<file path="config.mk">
export PLATFORM = sky130hd
export DESIGN_NAME = tcd_ctrl
export DESIGN_NICKNAME = d
export VERILOG_FILES = /design/src/design/tcd_pkg.sv /design/src/design/tcd_ctrl.sv
export SDC_FILE = /design/constraint.sdc
export NUM_CORES = 1
export LEC_CHECK = 0
export BUFFER_PORTS_ARGS = -buffer_cell sky130_fd_sc_hd__buf_4
export CAP_MARGIN = 10
export CORE_AREA = 2 2 39 41
export CTS_BUF_LIST = sky130_fd_sc_hd__clkbuf_8
export DETAILED_ROUTE_END_ITERATION = 16
export DIE_AREA = 0 0 41 43
export PLACE_DENSITY = 0.54
export SLEW_MARGIN = 15
export SYNTH_ARGS = -nofsm -noshare
export SYNTH_HDL_FRONTEND = slang
export SYNTH_SLANG_ARGS = --single-unit
</file>
<file path="constraint.sdc">
create_clock -name i_clk -period 1.4 [get_ports i_clk]
set_input_delay 0.14 -clock i_clk [delete_from_list [all_inputs] [get_ports i_clk]]
set_output_delay 0.14 -clock i_clk [all_outputs]
set_load 0.01 [all_outputs]
</file>
<file path="src/design/tcd_pkg.sv">
// ----------------------------------------------------------------------------
// tcd_pkg
// Shared widths, controller states and command/status types for the
// trilinear charge deposit core.
// ----------------------------------------------------------------------------
package tcd_pkg;

    localparam int COORD_W       = 21;
    localparam int FRAC_BITS     = 16;
    localparam int IP_W          = COORD_W - FRAC_BITS;
    localparam int AXIS_W        = IP_W + 1;
    localparam int WGT_W         = FRAC_BITS + 1;
    localparam int CHARGE_W      = 32;
    localparam int CELL_W        = 48;
    localparam int PROD_W        = CHARGE_W + WGT_W + 1;
    localparam int ADD_W         = PROD_W - FRAC_BITS;
    localparam int SUM_W         = CELL_W + 1;
    localparam int CORNER_W      = 3;
    localparam int GRID_SIZE_DEF = 32;

    localparam logic [WGT_W-1:0]    ONE_W       = WGT_W'(1) << FRAC_BITS;
    localparam logic [CORNER_W-1:0] CORNER_LAST = '1;
    localparam logic [CELL_W-1:0]   CELL_MAX    = {1'b0, {(CELL_W-1){1'b1}}};
    localparam logic [CELL_W-1:0]   CELL_MIN    = {1'b1, {(CELL_W-1){1'b0}}};

    localparam logic MODE_DEPOSIT = 1'b0;
    localparam logic MODE_READ    = 1'b1;

    typedef enum logic [3:0] {
        ST_CLEAR,
        ST_IDLE,
        ST_DECODE,
        ST_RD_DATA,
        ST_W_XY,
        ST_W_XYZ,
        ST_MUL,
        ST_ACC,
        ST_RESULT
    } t_state;

    typedef struct packed {
        logic clear_we;
        logic take_item;
        logic rd_issue;
        logic w_xy;
        logic w_xyz;
        logic w_mul;
        logic acc;
        logic load_out;
    } t_dp_cmd;

    typedef struct packed {
        logic clear_last;
        logic mode_read;
        logic item_oob;
        logic corner_last;
        logic out_free;
    } t_dp_sts;

endpackage

</file>
<file path="src/design/tcd_ctrl.sv">
// ----------------------------------------------------------------------------
// tcd_ctrl
// Sequencer for clearing, reads and the eight-corner deposit loop.
// ----------------------------------------------------------------------------
module tcd_ctrl (
    input  logic              i_clk,
    input  logic              i_rst_n,
    input  logic              i_req_valid,
    output logic              o_req_ready,
    input  tcd_pkg::t_dp_sts  i_sts,
    output tcd_pkg::t_dp_cmd  o_cmd
);

    tcd_pkg::t_state r_state;
    tcd_pkg::t_state n_state;

    always_ff @(posedge i_clk) begin
        if (!i_rst_n) begin
            r_state <= tcd_pkg::ST_CLEAR;
        end else begin
            r_state <= n_state;
        end
    end

    always_comb begin
        n_state = r_state;
        case (r_state)
            tcd_pkg::ST_CLEAR: begin
                if (i_sts.clear_last) n_state = tcd_pkg::ST_IDLE;
            end
            tcd_pkg::ST_IDLE: begin
                if (i_req_valid) n_state = tcd_pkg::ST_DECODE;
            end
            tcd_pkg::ST_DECODE: begin
                if (i_sts.item_oob) begin
                    n_state = tcd_pkg::ST_RESULT;
                end else if (i_sts.mode_read) begin
                    n_state = tcd_pkg::ST_RD_DATA;
                end else begin
                    n_state = tcd_pkg::ST_W_XY;
                end
            end
            tcd_pkg::ST_RD_DATA: n_state = tcd_pkg::ST_RESULT;
            tcd_pkg::ST_W_XY:    n_state = tcd_pkg::ST_W_XYZ;
            tcd_pkg::ST_W_XYZ:   n_state = tcd_pkg::ST_MUL;
            tcd_pkg::ST_MUL:     n_state = tcd_pkg::ST_ACC;
            tcd_pkg::ST_ACC: begin
                n_state = i_sts.corner_last ? tcd_pkg::ST_IDLE : tcd_pkg::ST_W_XY;
            end
            tcd_pkg::ST_RESULT: begin
                if (i_sts.out_free) n_state = tcd_pkg::ST_IDLE;
            end
            default: n_state = tcd_pkg::ST_CLEAR;
        endcase
    end

    always_comb begin
        o_cmd       = '0;
        o_req_ready = 1'b0;
        case (r_state)
            tcd_pkg::ST_CLEAR: o_cmd.clear_we = 1'b1;
            tcd_pkg::ST_IDLE: begin
                o_req_ready     = 1'b1;
                o_cmd.take_item = i_req_valid;
            end
            tcd_pkg::ST_DECODE: begin
                o_cmd.rd_issue = i_sts.mode_read && !i_sts.item_oob;
            end
            tcd_pkg::ST_W_XY:   o_cmd.w_xy     = 1'b1;
            tcd_pkg::ST_W_XYZ:  o_cmd.w_xyz    = 1'b1;
            tcd_pkg::ST_MUL:    o_cmd.w_mul    = 1'b1;
            tcd_pkg::ST_ACC:    o_cmd.acc      = 1'b1;
            tcd_pkg::ST_RESULT: o_cmd.load_out = i_sts.out_free;
            default: o_cmd = '0;
        endcase
    end

endmodule

</file>
; Word level (Yosys, flattened, before mapping)
; Index checks and enable logic that the tools add are counted.
[totals]
ff_bits = 4
latch_bits = 0
ramBits = 0
mem_bits_ro = 0
input_bits = 8
output_inout_bits = 9
elab_cells = 32
memories = 0
[classes]
addsub = 0
mul = 0
n_div = 0
n_lt_le_gt_ge = 0
eq_ne = 11
n_shift = 0
n_mux = 16
n_bitwise = 0
n_reduce_logical = 4
[op_table]
columns = op, n
row1 = $pmux 4 s9, 1
row2 = $eq 4x3->1 const B, 4
row3 = $mux 4, 4
row4 = $mux 1, 9
row5 = $eq 4x2->1 const B, 2
row6 = $mux 3, 2
row7 = $ne 2x2->1 const B, 3
row8 = $eq 4x1->1 const B, 1
row9 = $eq 4x4->1 const B, 1
row10 = $logic_not 4->1, 1
row11 = $reduce_and 3->1, 1
row12 = $logic_and 1x1->1, 1
row13 = $logic_not 1->1, 1

; Depth between registers and ports, before layout
[logic_depth]
ltp_word = 3
depth_mapped = 5
depth_no_buf = 4

; Worst setup path after synthesis
; Ideal clock, no wire load.
[synth_timing]
kind = reg2out
startpoint = reg r_state[1]
endpoint = out o_cmd[6] (netlist name)
arrival_ns = 1.102
setup_slack_ns = 0.158
stages_incl_launch_ff = 4
path_cell_list = dfxtp_1 -> buf_4 -> nor3_1 -> and2_1
[synth_lines]
columns = element, line_no
row1 = from (decl), tcd_ctrl.sv:14  ; tcd_pkg::t_state r_state;
row2 = from (signal assigned), tcd_ctrl.sv:19  ; r_state <= tcd_pkg::ST_CLEAR;
row3 = from (signal assigned), tcd_ctrl.sv:21  ; r_state <= n_state;
row4 = to (decl), tcd_ctrl.sv:11  ; output tcd_pkg::t_dp_cmd o_cmd

==> results.toml <==
[critical_path]
critPathMaxFanout = 4
crit_slowest_cell = "dfxtp_1"
cp-start-kind = "flip-flop"
cp_top_family = "buffers and inverters"
r2r_slack_ns = 0.11
crit_buf_inv = 2
critPathKind = "reg2out"
cp_slowest_stage_delay_ns = 0.33
crit_path_frequent_cell = "buf_4"
cp-end-kind = "primary output"
critical_path_required_ns = 1.26
cp.arrival_ns = 1.17
path_cells = "buf_4 > nor4_4 > buf_4"

[worst_hold_path]
hold_path.class = "in2reg"

[global_route]
grt_pass1_wl_um = 1440
grt_pass1_vias = 347
antenna_found_initial = 0
grt_overflow_total = 0
grt_max_degree = 12
track_usage_pct = 12.2

[cts]
clk-insertion-delay-late_ns = 0.21
clock_path_buffers = 2
cts_tree = "yes"
numCtsBuffers = 3
numClockSinks = 4
ctsHoldBuffers = 0
htreeDepth = 1
cts_root_buf = "clkbuf_8"
cts_setup_buffers = 0
clk_pin_slew_ns = 0.03

[placed_design]
placed_cell_area_um2 = 527
dpl.hpwl_um = 733
gp_congestion = 0.641
port_buffers = 16

[synthesis]
ys_types = 22
syn_area_um2 = 370
yosys_register_bits = 4
syn-instance-count = 49
synth-seq-area-share_pct = 21.6
synthesis.nets = 57
yosys_warnings = 0
synth.avg_cell_area_um2 = 7.56

[power_and_ir_drop]
ir_worst_vdd_mv = 0.624
power_per_cell_area_mw_per_mm2 = 1080
leakagePower_nw = 0.252

[routing]
drt_pre_antenna_iters = 2
vias = 412
ant_nets = 0
via_per_inst = 4.79
wl_um = 910
drc = 0
drt-initial-drc-count = 3
wl_per_cell_um = 10.6

[cells_and_area]
regMostFlops = "r_state"
num-fill-cells = 150
areaGrowthSynthToFinish_pct = 57.8
antenna_cells = 0
layout-drive-gt1-share_pct = 50.0
reg.largest.list = "r_state (4)"
postLayoutCellArea_um2 = 584
fin_util_pct = 42.2
nets = 80
largest_reg_flops = 4

[status]
status = "completed"

[timing]
setup_violations = 0
rsz0062_at_grt = "no"
setup_tns_ns = 0
skew_ns = 0.00145
fin_crit_ns = 1.31
timing.slew.headroom_pct = 73.6
worst_slew_pin_slew_ns = 0.391
post-route-period-util_pct = 93.9
max_freq_mhz = 761
final_hold_viol_count = 0
slew_violations = 0

[floorplan]
start_util_pct = 26.8
ios = 17
design.core.area_mm2 = 0.00138
std_cell_rows = 14
die_area_mm2 = 0.00176
die_h_um = 43
fp.dieW_um = 41

[flow_run]
max_cap_viol_count = 0
## cells in the mapped netlist, drive strengths merged
cell	number	area share [%]
nand2b	6	10
dfxtp	4	22
inv	2	2.0
and2	1	1.7
a21oi	2	2.7
buf	4	7.8
o31ai	1	3.4
nand2	4	4.1
nand3b	1	2.0
o21a	1	2.0
nor4	2	5.1
a2111oi	1	4.1
a211oi	1	3.4
nor3	8	11
mux2i	1	2.7
o41ai	1	4.4
nor2	8	8.1
mux2	1	4.1
## layer usage
layer / share of wire (%) / up-vias / global-route usage [%]
met5: 0 / - / 0
met4: 2.5 / 0 / 8.00
met3: 8.0 / 2 / 3.14
met2: 42 / 16 / 15.9
met1: 47 / 180 / 17.0
li1: - / 214 / -
## timing repair
action,CTS,global route
endpoints found under the setup margin,0,6
gates resized for setup,0,4
endpoints found under the hold margin,0,0
## per-stage QoR
step,cells,power [mW],hold slack (ns),setup slack [ns]
4_1_cts,86,0.635,0.203,0.00805
2_1_floorplan,49,0.286,0.280,0.158
3_3_place_gp,83,0.389,0.424,0.136
3_5_place_dp,83,0.391,0.420,0.0851
6_report,86,0.633,0.195,0.0853
5_1_grt,86,0.677,0.206,0.0238
## layout make-up
class                      count  area, um^2  area share [%]
multi-input combinational     39         268            45.8
timing repair buffer          22         165            28.3
clock buffer                   3        41.3            7.07
inverter                       2        7.51            1.28
tap                           16        20.0            3.43
sequential                     4        82.6            14.1
## worst paths after layout
kind / endpoint / cells past startpoint / start
max: o_cmd[5] / 3 / r_state[0]
min: r_state[2] / 3 / i_rst_n
max reg2reg: r_state[0] / 3 / r_state[0]
min reg2reg: r_state[3] / 1 / r_state[2]
## layout by cell type (no fill, tap or decap)
master	n
buf_4	22
nor2_1	8
nor3_1	7
nand2b_1	6
nand2_1	4
clkbuf_8	3
a21oi_1	2
dfxtp_1	2
dfxtp_2	2
nor4_1	1
nor4_4	1
nor3_2	1
and2_1	1
mux2_4	1
o41ai_2	1
o21a_1	1
inv_2	1
a211oi_2	1
nand3b_1	1
o31ai_2	1
inv_1	1
a2111oi_2	1
mux2i_1	1
## logic make-up (layout without fill, tap and decap cells)
group,Yosys count,in the layout,share of synthesized area [%]
AOI/OAI and AO/OA,7,7,19.9
buffers and inverters,6,27,9.80
muxes,2,2,6.76
and+or+nand+nor,30,30,41.9
DFF,4,4,21.6
## worst reg2reg max path, cell delays in order (launching register included)
cell and delay [ns]:
dfxtp_1 0.39, mux2_4 0.32, o41ai_2 0.33, o31ai_2 0.12
## where the power goes
| part | switching, mW | internal [mW] |
|---|---|---|
| clock | 0.0542 | 0.183 |
| sequential | 0.0205 | 0.129 |
| combinational | 0.117 | 0.130 |
| total | 0.191 | 0.442 |
Note: power is estimated with default switching activity, not from simulation.
